==> src/rtl/core/cfdp_pkg.sv <==
// ----------------------------------------------------------------------------
// cfdp_pkg
// Shared types, constants and the month table for the date pair search.
// ----------------------------------------------------------------------------
`default_nettype none

package cfdp_pkg;

	localparam int MAX_DATES_DEF = 64;
	localparam int DN_W          = 23;
	localparam int DIST_W        = 22;
	localparam int PROD_W        = 27;
	localparam int RECIP_SHIFT   = 19;

	localparam logic [DIST_W-1:0] DIST_MAX   = {DIST_W{1'b1}};
	localparam logic [12:0]       RECIP_100  = 13'd5243;
	localparam logic [12:0]       DAYS_YEAR  = 13'd365;
	localparam logic [14:0]       CENTURY    = 15'd100;
	localparam logic [3:0]        MONTH_MARCH = 4'd3;

	typedef struct packed {
		logic [4:0]  day;
		logic [3:0]  month;
		logic [13:0] year;
		logic        last_date;
	} date_t;

	typedef struct packed {
		logic [4:0]  day;
		logic [3:0]  month;
		logic [13:0] year;
	} cal_t;

	typedef struct packed {
		logic              pair_kind;
		logic [4:0]        first_day;
		logic [3:0]        first_month;
		logic [13:0]       first_year;
		logic [4:0]        second_day;
		logic [3:0]        second_month;
		logic [13:0]       second_year;
		logic [DIST_W-1:0] distance_days;
		logic              too_few;
		logic              last_result;
	} pair_t;

	// Days in the months before the given one, for a common year.
	function automatic logic [8:0] cum_days(input logic [3:0] m);
		logic [8:0] r;
		case (m)
			4'd0, 4'd1: r = 9'd0;
			4'd2:       r = 9'd31;
			4'd3:       r = 9'd59;
			4'd4:       r = 9'd90;
			4'd5:       r = 9'd120;
			4'd6:       r = 9'd151;
			4'd7:       r = 9'd181;
			4'd8:       r = 9'd212;
			4'd9:       r = 9'd243;
			4'd10:      r = 9'd273;
			4'd11:      r = 9'd304;
			4'd12:      r = 9'd334;
			default:    r = 9'd365;
		endcase
		return r;
	endfunction

endpackage

`default_nettype wire

==> src/rtl/core/cfdp_daynum.sv <==
// ----------------------------------------------------------------------------
// cfdp_daynum
// Converts one date to its day number; one shared multiplier serves the divide by 100 and times 365 products.
// ----------------------------------------------------------------------------
`default_nettype none

module cfdp_daynum
	import cfdp_pkg::*;
(
	input  wire logic            clk,
	input  wire logic            arst_n,
	input  wire logic            start,
	input  wire cal_t            cal,
	output logic                 done,
	output logic [DN_W-1:0]      dn
);

	localparam logic [2:0] PH_IDLE = 3'd0;
	localparam logic [2:0] PH_P100 = 3'd1;
	localparam logic [2:0] PH_Y100 = 3'd2;
	localparam logic [2:0] PH_P365 = 3'd3;
	localparam logic [2:0] PH_SUM1 = 3'd4;
	localparam logic [2:0] PH_SUM2 = 3'd5;

	logic [2:0]        phase_q;
	cal_t              cal_q;
	logic [13:0]       p_q;
	logic [7:0]        qp_q;
	logic [7:0]        qy_q;
	logic [PROD_W-1:0] prod_q;
	logic [DN_W-1:0]   acc_q;
	logic              leap_q;
	logic [13:0]       mul_a;
	logic [12:0]       mul_b;
	logic [13:0]       rem100;
	logic              leap;

	always_comb begin
		mul_a = (phase_q == PH_Y100) ? cal_q.year : p_q;
		mul_b = (phase_q == PH_P365) ? DAYS_YEAR : RECIP_100;
		rem100 = cal_q.year - 14'(15'(qy_q) * CENTURY);
		leap = (rem100 != 14'd0) ? (cal_q.year[1:0] == 2'd0) : (qy_q[1:0] == 2'd0);
	end

	always_ff @(posedge clk or negedge arst_n) begin
		if (!arst_n) begin
			phase_q <= PH_IDLE;
		end else begin
			case (phase_q)
				PH_IDLE: if (start) phase_q <= PH_P100;
				PH_P100: phase_q <= PH_Y100;
				PH_Y100: phase_q <= PH_P365;
				PH_P365: phase_q <= PH_SUM1;
				PH_SUM1: phase_q <= PH_SUM2;
				PH_SUM2: phase_q <= PH_IDLE;
				default: phase_q <= PH_IDLE;
			endcase
		end
	end

	always_ff @(posedge clk) begin
		prod_q <= PROD_W'({13'd0, mul_a} * {14'd0, mul_b});
		if (phase_q == PH_IDLE && start) begin
			cal_q <= cal;
			p_q   <= (cal.year != 14'd0) ? cal.year - 14'd1 : 14'd0;
		end
		if (phase_q == PH_Y100) begin
			qp_q <= prod_q[PROD_W-1:RECIP_SHIFT];
		end
		if (phase_q == PH_P365) begin
			qy_q <= prod_q[PROD_W-1:RECIP_SHIFT];
		end
		if (phase_q == PH_SUM1) begin
			acc_q  <= DN_W'(prod_q) + DN_W'(p_q >> 2) - DN_W'(qp_q) + DN_W'(qp_q >> 2);
			leap_q <= leap;
		end
	end

	assign done = (phase_q == PH_SUM2);
	assign dn = acc_q + DN_W'(cum_days(cal_q.month))
		+ DN_W'(leap_q && (cal_q.month >= MONTH_MARCH)) + DN_W'(cal_q.day);

endmodule

`default_nettype wire

==> config.mk <==
export PLATFORM = sky130hd
export DESIGN_NAME = cfdp_daynum
export DESIGN_NICKNAME = d
export VERILOG_FILES = /design/src/rtl/core/cfdp_pkg.sv /design/src/rtl/core/cfdp_daynum.sv
export SDC_FILE = /design/constraint.sdc
export NUM_CORES = 1
export LEC_CHECK = 0
export BUFFER_PORTS_ARGS = -buffer_cell sky130_fd_sc_hd__buf_2
export CAP_MARGIN = 20
export CORE_MARGIN = 1
export CORE_UTILIZATION = 40
export CTS_BUF_LIST = sky130_fd_sc_hd__clkbuf_2 sky130_fd_sc_hd__clkbuf_4 sky130_fd_sc_hd__clkbuf_8
export DETAILED_ROUTE_END_ITERATION = 6
export PLACE_DENSITY = 0.54
export REMOVE_ABC_BUFFERS = 1
export SETUP_SLACK_MARGIN = 0.05
export SYNTH_ARGS = -nofsm -noshare
export SYNTH_HDL_FRONTEND = slang
export SYNTH_SLANG_ARGS = --single-unit
==> constraint.sdc <==
create_clock -name clk -period 6.25 [get_ports clk]
set_input_delay 0.9375 -clock clk [delete_from_list [all_inputs] [get_ports clk]]
set_output_delay 0.9375 -clock clk [all_outputs]
set_load 0.005 [all_outputs]
==> flow_metrics.py <==
metrics = {
    "drt": {
        "detail_route.wirelength_um": 26800,
        "viasPerCell": 4.98,
        "drt-wirelength-per-cell_um": 15.2,
        "drc": 0,
        "detailedRoute.firstPassIterationCount": 5,
        "via_count": 8752,
        "drt_iter0_drc": 352,
        "postRouteAntennaNets": 0,
    },
    "worst_hold_path": {
        "hold_path.class": "in2async",
    },
    "sta": {
        "timing_max_transition_violations_final": 0,
        "report.final.setup_viol": 0,
        "final_critical_path_setup_slack_ns": 0.285,
        "tightestPinTransition_ns": 1.00,
        "timing_hold_violations_final": 0,
        "finalClockSkew_ns": 0.0232,
        "setup_repair_after_global_routing_missed_its_margin": "false",
        "min_period_ns": 5.97,
        "timing.slew.headroom_pct": 32.8,
        "fin_tns_setup_ns": 0,
        "clock.fmax_ghz": 0.168,
        "final_min_period_over_clock_period_pct": 95.4,
    },
    "setup_path": {
        "crit_family": "adder cells",
        "path_buf_inv": 7,
        "path_depth": 24,
        "critical_path.cell_chain": "nor2b_2, nor2b_4, buf_4, clkbuf_16, nand2_1, o21ai_0, nand2_1, inv_1, fa_1, inv_1, fa_1, inv_1, fa_1, fa_1, inv_1, fa_1, inv_1, ha_1, o21ai_0, nor3_2, nor2_1, a211o_1, and2_2, a311oi_2",
        "cp.required_ns": 6.61,
        "path_max_fanout": 12,
        "worst_path_largest_cell_delay_ns": 0.53,
        "crit_path_arrival_time_ns": 6.33,
        "r2r.worst_path.cells": 24,
        "setup.worst_path.end_class": "flip-flop",
        "startpoint_type": "flip-flop",
        "criticalPathCategory": "reg2reg",
        "slowest_stage": "fa_1",
    },
    "clocking": {
        "tritoncts.num_buffers": 17,
        "sink_count_of_the_clock_tree": 116,
        "tritoncts_clock_tree": "built",
        "insertion_delay_to_the_later_sink_of_the_worst_skew_pair_ns": 0.46,
        "cts.clk_slew.worst_paths_ns": 0.08,
        "clock_tree.htree_level_count": 4,
        "cts.path.max_buffers": 2,
        "cts.root.buffer_cell": "clkbuf_8",
        "cts.hold.buffers_added": 0,
    },
    "cells_and_area": {
        "area_growth_syn_to_layout_pct": 12.4,
        "finalNetCount": 1689,
        "layout.cells.most_common": "inv_1",
        "final_layout_size_suffix_gt1_share_pct": 12.6,
        "final_cells": 1759,
        "antennaDiodeCount": 0,
        "layout.cells.most_common_list": "inv_1, ha_1, fa_1, nor2_1, edfxtp_1",
    },
    "die": {
        "ios": 50,
        "coreArea_um2": 30000,
        "full_die_area_um2": 31600,
        "start_util_pct": 41.1,
        "row_count": 63,
        "horizontal_die_dimension_um": 178,
        "die_height_um": 178,
    },
    "logic_synthesis": {
        "synthXorXnorAreaFrac_pct": 6.10,
        "synth_seq_area_share_pct": 25.2,
        "synth_largest_area_cell": "ha_1",
        "syn-cell-area_um2": 12400,
        "ys_top_cells_by_area": "ha_1, edfxtp_1, fa_1",
        "synth_ff_type": "edfxtp_1",
        "yosys.area_share.simple_pct": 8.96,
        "syn_inst": 1267,
        "synth-compound-area-share_pct": 11.4,
        "yosys.area_share.adder_pct": 37.5,
        "synth.top_cell.area_share_pct": 20.4,
        "synth-async-reset-ratio_pct": 2.59,
        "synth_edf_count": 77,
        "yosys_warnings": 0,
        "synth_mux_area_share_pct": 1.91,
        "synth_top_family_by_area": "adder cells",
        "yosys_register_bits": 116,
        "synth_cell_type_count": 76,
        "synth.avg_cell_area_um2": 9.75,
    },
    "placement": {
        "pre_cts_worst_setup_slack_ns": -0.0217,
        "dpl.cell_count": 1712,
        "portBuffers": 49,
        "hpwl_um": 22600,
        "place_congestion": 0.891,
    },
    "run": {
        "max_cap_violations": 0,
    },
    "global_routing": {
        "use_met2_pct": 30.8,
        "global_router_s_overall_resource_usage_pct": 17.7,
        "first_global_vias": 8768,
        "total_global_routing_overflow": 0,
        "grt_pass1_wl_um": 43300,
        "grt_max_degree": 29,
        "antenna_violations_before_repair": 1,
        "global_routing_met3_resource_utilization_pct": 3.30,
        "groute.layer.met1.usage_pct": 22.1,
        "grt.busiest_layer": "met2",
    },
    "run_status": {
        "outcome": "finished, final reports clean",
    },
}
-- metrics by stage --
step                      area (um^2)  hold slack, ns  util (%)
after floorplan                 12300           0.404         -
after global placement          13200           0.473      43.9
after detailed placement        13200           0.462      43.9
after CTS                       13600           0.228      45.3
after global routing            13900           0.238      46.3
final                           13900           0.264      46.3
-- path summary, 6_finish.rpt --
path	startpoint	end	slack [ns]
min in group clk	prod_q[24]	qy_q[5]	0.49
setup / recovery	phase_q[1]	prod_q[26]	0.28
max in group asynchronous	arst_n	phase_q[2]	5.86
hold / removal	arst_n	phase_q[1]	0.26
hold reg to reg	prod_q[24]	qy_q[5]	0.49
setup reg to reg	phase_q[1]	prod_q[26]	0.28
-- registers in the layout, summed over array words and instances, names as in the netlist, named ones only --
signal	cells
acc_q	23
cal_q	23
leap_q	1
p_q	14
phase_q	3
prod_q	27
qp_q	8
qy_q	8
-- what timing repair did --
action                     CTS  global route
setup buffers                0            14
setup endpoints to repair    2            10
resized for setup            1            33
pin swaps                    0             6
gates cloned                 0             1
-- per-layer routing --
metal | routed length [um] | up-vias | share of wire, %
li1 | - | 4398 | -
met1 | 12100 | 4193 | 45
met2 | 13400 | 138 | 50
met3 | 982 | 23 | 3.7
met4 | 352 | 0 | 1.3
met5 | 0 | - | 0
-- kinds of logic (layout without fill, tap and decap cells) --
kind of cell             after synthesis  after routing
flip-flops                           116            116
adder cells (fa/ha/maj)              307            307
multiplexers                          21             21
AND/OR/NAND/NOR                      236            236
buffers and inverters                290            392
XOR/XNOR                              86             86
other                                  2              2
AO/OA/AOI/OAI                        209            209
-- area by class of cell --
class	instances	area [um^2]
clock buffers	17	234
repair buffers	85	553
flip-flops and latches	116	3110
multi-input cells	861	8300
fillers	2884	16100
inverters	275	1040
clock inverters	15	168
well taps	390	488
-- Yosys cell counts, drive strengths merged (19+ instances only) --
library cell	count
xor2	23
nor2	90
dfxtp	36
nor3	26
fa	106
inv	274
nand2	58
xnor2	63
o21ai	42
ha	201
mux2i	19
a21oi	60
edfxtp	77
Power is left out: the tool's default activity adds up to more than one toggle a clock period on the data nets, which glitch-free logic cannot reach.
