**config.mk**
```make
export PLATFORM = sky130hd
export DESIGN_NAME = cfdp_search
export DESIGN_NICKNAME = d
export VERILOG_FILES = /design/src/rtl/core/cfdp_pkg.sv /design/src/rtl/core/cfdp_search.sv
export SDC_FILE = /design/constraint.sdc
export NUM_CORES = 2
export LEC_CHECK = 0
export BUFFER_PORTS_ARGS = -buffer_cell sky130_fd_sc_hd__buf_4
export CORE_AREA = 2 2 377 379
export CTS_CLUSTER_SIZE = 25
export DETAILED_ROUTE_END_ITERATION = 12
export DIE_AREA = 0 0 379 381
export MAX_ROUTING_LAYER = met4
export PLACE_DENSITY = 0.69
export SLEW_MARGIN = 30
export SYNTH_ARGS = -nofsm -noshare
export SYNTH_HDL_FRONTEND = slang
export SYNTH_SLANG_ARGS = --single-unit
```
**constraint.sdc**
```tcl
create_clock -name clk -period 13.6 [get_ports clk]
set_clock_uncertainty 0.15 [all_clocks]
set_input_delay 0.68 -clock clk [delete_from_list [all_inputs] [get_ports clk]]
set_output_delay 0.68 -clock clk [all_outputs]
set_load 0.1 [all_outputs]
```
**src/rtl/core/cfdp_pkg.sv**
```systemverilog
// ----------------------------------------------------------------------------
// cfdp_pkg
// Shared types, constants and the month table for the date pair search.
// ----------------------------------------------------------------------------
`default_nettype none

package cfdp_pkg;

	localparam int MAX_DATES_DEF = 64;
	localparam int DN_W          = 23;
	localparam int DIST_W        = 22;
	localparam int PROD_W        = 27;
	localparam int RECIP_SHIFT   = 19;

	localparam logic [DIST_W-1:0] DIST_MAX   = {DIST_W{1'b1}};
	localparam logic [12:0]       RECIP_100  = 13'd5243;
	localparam logic [12:0]       DAYS_YEAR  = 13'd365;
	localparam logic [14:0]       CENTURY    = 15'd100;
	localparam logic [3:0]        MONTH_MARCH = 4'd3;

	typedef struct packed {
		logic [4:0]  day;
		logic [3:0]  month;
		logic [13:0] year;
		logic        last_date;
	} date_t;

	typedef struct packed {
		logic [4:0]  day;
		logic [3:0]  month;
		logic [13:0] year;
	} cal_t;

	typedef struct packed {
		logic              pair_kind;
		logic [4:0]        first_day;
		logic [3:0]        first_month;
		logic [13:0]       first_year;
		logic [4:0]        second_day;
		logic [3:0]        second_month;
		logic [13:0]       second_year;
		logic [DIST_W-1:0] distance_days;
		logic              too_few;
		logic              last_result;
	} pair_t;

	// Days in the months before the given one, for a common year.
	function automatic logic [8:0] cum_days(input logic [3:0] m);
		logic [8:0] r;
		case (m)
			4'd0, 4'd1: r = 9'd0;
			4'd2:       r = 9'd31;
			4'd3:       r = 9'd59;
			4'd4:       r = 9'd90;
			4'd5:       r = 9'd120;
			4'd6:       r = 9'd151;
			4'd7:       r = 9'd181;
			4'd8:       r = 9'd212;
			4'd9:       r = 9'd243;
			4'd10:      r = 9'd273;
			4'd11:      r = 9'd304;
			4'd12:      r = 9'd334;
			default:    r = 9'd365;
		endcase
		return r;
	endfunction

endpackage

`default_nettype wire

```
**src/rtl/core/cfdp_search.sv**
```systemverilog
// ----------------------------------------------------------------------------
// cfdp_search
// Holds the day numbers and scans every pair through one gap and compare unit.
// ----------------------------------------------------------------------------
`default_nettype none

module cfdp_search
	import cfdp_pkg::*;
#(
	parameter int MAX_DATES = MAX_DATES_DEF
) (
	input  wire logic                             clk,
	input  wire logic                             arst_n,
	input  wire logic                             wr_en,
	input  wire logic [$clog2(MAX_DATES)-1:0]     wr_addr,
	input  wire logic [DN_W-1:0]                  wr_dn,
	input  wire logic                             go,
	input  wire logic [$clog2(MAX_DATES+1)-1:0]   n,
	output logic                                  done,
	output logic [$clog2(MAX_DATES)-1:0]          close_i,
	output logic [$clog2(MAX_DATES)-1:0]          close_j,
	output logic [DN_W-1:0]                       close_d,
	output logic [$clog2(MAX_DATES)-1:0]          far_i,
	output logic [$clog2(MAX_DATES)-1:0]          far_j,
	output logic [DN_W-1:0]                       far_d
);

	localparam int IW = $clog2(MAX_DATES);
	localparam int CW = $clog2(MAX_DATES + 1);
	localparam logic [IW-1:0] ONE = IW'(1);

	localparam logic [1:0] SS_IDLE  = 2'd0;
	localparam logic [1:0] SS_RUN   = 2'd1;
	localparam logic [1:0] SS_DRAIN = 2'd2;

	logic [DN_W-1:0] dn_mem [MAX_DATES];

	logic [1:0]      state_q;
	logic [IW-1:0]   i_q, j_q, last_q;
	logic            v_s1, v_s2;
	logic [DN_W-1:0] a_s1, b_s1, g_s2;
	logic [IW-1:0]   pi_s1, pj_s1, pi_s2, pj_s2;
	logic            first;

	always_ff @(posedge clk) begin
		if (wr_en) begin
			dn_mem[wr_addr] <= wr_dn;
		end
		a_s1 <= dn_mem[i_q];
		b_s1 <= dn_mem[j_q];
	end

	always_ff @(posedge clk or negedge arst_n) begin
		if (!arst_n) begin
			state_q <= SS_IDLE;
			v_s1    <= 1'b0;
			v_s2    <= 1'b0;
		end else begin
			v_s1 <= (state_q == SS_RUN);
			v_s2 <= v_s1;
			case (state_q)
				SS_IDLE: if (go) state_q <= SS_RUN;
				SS_RUN: begin
					if (j_q == last_q && i_q == last_q - ONE) state_q <= SS_DRAIN;
				end
				SS_DRAIN: if (!v_s1 && !v_s2) state_q <= SS_IDLE;
				default: state_q <= SS_IDLE;
			endcase
		end
	end

	assign first = (pi_s2 == '0) && (pj_s2 == ONE);

	always_ff @(posedge clk) begin
		if (state_q == SS_IDLE && go) begin
			i_q    <= '0;
			j_q    <= ONE;
			last_q <= IW'(n - CW'(1));
		end else if (state_q == SS_RUN) begin
			if (j_q == last_q) begin
				i_q <= i_q + ONE;
				j_q <= i_q + ONE + ONE;
			end else begin
				j_q <= j_q + ONE;
			end
		end
		pi_s1 <= i_q;
		pj_s1 <= j_q;
		pi_s2 <= pi_s1;
		pj_s2 <= pj_s1;
		g_s2  <= (a_s1 > b_s1) ? a_s1 - b_s1 : b_s1 - a_s1;
		if (v_s2) begin
			if (first || g_s2 < close_d) begin
				close_d <= g_s2;
				close_i <= pi_s2;
				close_j <= pj_s2;
			end
			if (first || g_s2 > far_d) begin
				far_d <= g_s2;
				far_i <= pi_s2;
				far_j <= pj_s2;
			end
		end
	end

	assign done = (state_q == SS_DRAIN) && !v_s1 && !v_s2;

endmodule

`default_nettype wire

```
==> impl_metrics.env <==
export IMPL_finalSetupTns_ns=0
export IMPL_rows=138
export IMPL_die_w_microns=379
export IMPL_clk_pin_slew_ns=0.06
export IMPL_drt_initial_drc_count=4556
export IMPL_vias=40500
export IMPL_worstPathRequired_ns=14.04
export IMPL_timing_hold_ws_ns=0.0545
export IMPL_hp_start="n[5]"
export IMPL_grt_max_degree=133
export IMPL_finalCriticalPeriod_ns=5.14
export IMPL_fin_crit_sh_pct=37.8
export IMPL_ys_flop_type="edfxtp_1"
export IMPL_worst_path_max_fanout=44
export IMPL_async_reset_ff_share_pct=0.241
export IMPL_cp_top_family="buffers and inverters"
export IMPL_fin_ws_ns=8.46
export IMPL_start_util_pct=54.6
export IMPL_ant_nets=0
export IMPL_wl_per_cell_microns=34.5
export IMPL_cp_start_kind="register"
export IMPL_ys_seq_area_share_pct=63.5
export IMPL_drive_gt1_share_pct=38.3
export IMPL_nNetsFinal=3988
export IMPL_crit_path_end_kind="register"
export IMPL_yosysUniqueCellTypes=84
export IMPL_worst_pin_slew_ns=1.03
export IMPL_syn_area_per_cell_sq_um=20.7
export IMPL_cellLeakagePower_nw=27.9
export IMPL_irDropWorstVdd_mv=0.280
export IMPL_place_congestion=0.887
export IMPL_cts_tree="built"
export IMPL_max_slew_margin_pct=31.1
export IMPL_drc_errors=0
export IMPL_hold_class="primary input to register"
export IMPL_path_cells="buf_4 > buf_4 > buf_6 > mux4_2 > mux4_2 > a211oi_1 > a21oi_1"
export IMPL_path_buf_inv=3
export IMPL_status="finished clean"
export IMPL_rsz0062_at_grt="false"
export IMPL_hold_viol=0
export IMPL_slew_violations=0
export IMPL_worstPathArrival_ns=5.58
export IMPL_cts_sinks=1657
export IMPL_cts_buffer_depth=3
export IMPL_die_area_sq_mm=0.144
export IMPL_setup_viol=0
export IMPL_place_area_sq_mm=0.0807
export IMPL_postCtsSetupBuffers=0
export IMPL_grt_first_pass_wirelength_microns=292000
export IMPL_cts_repair_resized=0
export IMPL_timing_max_cap_violations=0
export IMPL_path_class="register to register"
export IMPL_htree_levels=4
export IMPL_antenna_found_initial=9
export IMPL_cpMaxStageDelayCell="buf_4"
export IMPL_preCtsSetupSlack_ns=8.04
export IMPL_io_pins=111
export IMPL_synthCells=3712
export IMPL_cts_made_buffers=172
export IMPL_design_area_sq_mm=0.0865
export IMPL_finalWirelength_microns=203000
export IMPL_synth_seq_cells=1657
export IMPL_core_area_sq_mm=0.141
export IMPL_cpPeakStageDelay_ns=0.76
export IMPL_dp_hpwl_microns=122000
export IMPL_timing_rr_start="j_q[0]$_SDFFE_PP1P_"
export IMPL_synth_fp_nets=3848
export IMPL_ys_warn_count=0
export IMPL_synth_edf_count=1548
export IMPL_netlist_area_sq_mm=0.0767
export IMPL_power_density_mw_per_mm2=232
export IMPL_via_per_inst=6.87
export IMPL_grt_usage_pct=29.6
export IMPL_insertion_delay_ns=0.80
export IMPL_area_delta_synth_final_pct=12.8
export IMPL_overflow=0
export IMPL_grt_pass1_vias=41300
export IMPL_crit_start="j_q[0]$_SDFFE_PP1P_"
export IMPL_die_h_microns=381
export IMPL_first_pass_iters=6
export IMPL_io_buffers=109
export IMPL_max_freq_ghz=0.195
export IMPL_cts_root_buffer="clkbuf_16"
[what timing repair did]
| action | 4_1_cts | 5_1_grt |
|---|---|---|
| hold buffers | 4 | 0 |
| hold endpoints to repair | 7 | 0 |
| setup endpoints to repair | 0 | 0 |
[stage by stage]
stage               cells  power [mW]  util (%)
floorplan            3712        13.1         -
detailed placement   5564        15.5      57.4
finish               5896        20.1      61.5
CTS                  5888        20.2      61.5
global placement     5532        15.5      56.8
global route         5895        20.9      61.5
[where the power goes]
group,switching [mW],internal (mW),total (mW)
clock network,1.96,2.77,4.73
registers,0.573,6.03,6.60
logic,4.81,3.96,8.78
[sequential cells by signal, indices dropped and copies added, names as in the netlist]
register	cells
dn_mem	1472
a_s1	23
b_s1	23
close_d	23
far_d	23
g_s2	23
close_i	6
close_j	6
far_i	6
far_j	6
i_q	6
j_q	6
last_q	6
pi_s1	6
pi_s2	6
pj_s1	6
pj_s2	6
state_q	2
v_s1	1
v_s2	1
[cell usage after synthesis, drive strengths merged (3+ instances only)]
cell type / number / share of area [%]
xor2: 25 / 0.29
o21a: 6 / 0.059
mux2: 8 / 0.13
xnor2: 22 / 0.25
ha: 94 / 1.5
dfxtp: 105 / 2.7
a31oi: 6 / 0.049
nand2b: 12 / 0.098
or3: 8 / 0.065
nand4: 16 / 0.14
nor2: 117 / 0.58
o21ai: 37 / 0.24
nand3b: 3 / 0.029
buf: 155 / 1.1
nor3b: 4 / 0.046
a21o: 31 / 0.31
a2111oi: 3 / 0.059
clkbuf: 107 / 0.53
dfrtp: 4 / 0.13
nand3: 22 / 0.16
mux4: 934 / 27
edfxtp: 1548 / 61
nor3: 14 / 0.098
nand2: 41 / 0.20
mux2i: 40 / 0.53
inv: 111 / 0.54
a21oi: 100 / 0.67
nor4: 4 / 0.041
o31ai: 4 / 0.052
o311ai: 4 / 0.055
o211ai: 3 / 0.029
and3: 5 / 0.042
a211oi: 36 / 0.35
nor2b: 44 / 0.36
[per-layer routing]
| layer | track usage [%] | part of all wire (%) |
|---|---|---|
| met1 | 40.0 | 38 |
| met2 | 45.6 | 49 |
| met5 | - | 0 |
| met4 | 10.4 | 3.7 |
| met3 | 5.85 | 9.2 |
[area by class of cell]
class                   count  area (sq um)
diodes                      8          20.0
clock buffers             233          4840
clock inverters            87           842
fillers                  9694         54100
inverters                 112           420
multi-input cells        1681         26800
flip-flops and latches   1657         48700
well taps                1890          2360
repair buffers            228          2430
[final timing paths]
kind | end | slack (ns) | cells past startpoint
max | b_s1[1]$_DFF_P_ | 8.46 | 7
min | last_q[5]$_DFFE_PP_ | 0.05 | 2
max reg2reg | b_s1[1]$_DFF_P_ | 8.46 | 7
min reg2reg | pi_s2[5]$_DFF_P_ | 0.18 | 0
max in group asynchronous | state_q[1]$_DFFE_PN0P_ | 13.09 | 2
min in group asynchronous | v_s1$_DFF_PN0_ | 0.11 | 2
[cell usage in the layout (no fill, tap or decap), drive strengths merged, types with 14 or more instances in the layout]
cell    count
a211oi     36
a21o       31
a21oi     100
buf       224
bufinv     14
clkbuf    233
clkinv     57
dfxtp     105
edfxtp   1548
ha         94
inv       121
mux2i      40
mux4      934
nand2      41
nand3      22
nand4      16
nor2      117
nor2b      44
nor3       14
o21ai      37
xnor2      22
xor2       25
[cells by family (layout without fill, tap and decap cells)]
kind of cell / Yosys count / count (layout) / synth area share, %
flip-flops: 1657 / 1657 / 63.5
multiplexers: 982 / 982 / 28.1
AO/OA/AOI/OAI: 258 / 258 / 2.21
buffers and inverters: 374 / 660 / 2.13
AND/OR/NAND/NOR: 298 / 298 / 1.94
XOR/XNOR: 47 / 47 / 0.537
other: 0 / 8 / 0
adder cells (fa/ha/maj): 96 / 96 / 1.59
Note: power is estimated with default switching activity, not from simulation.
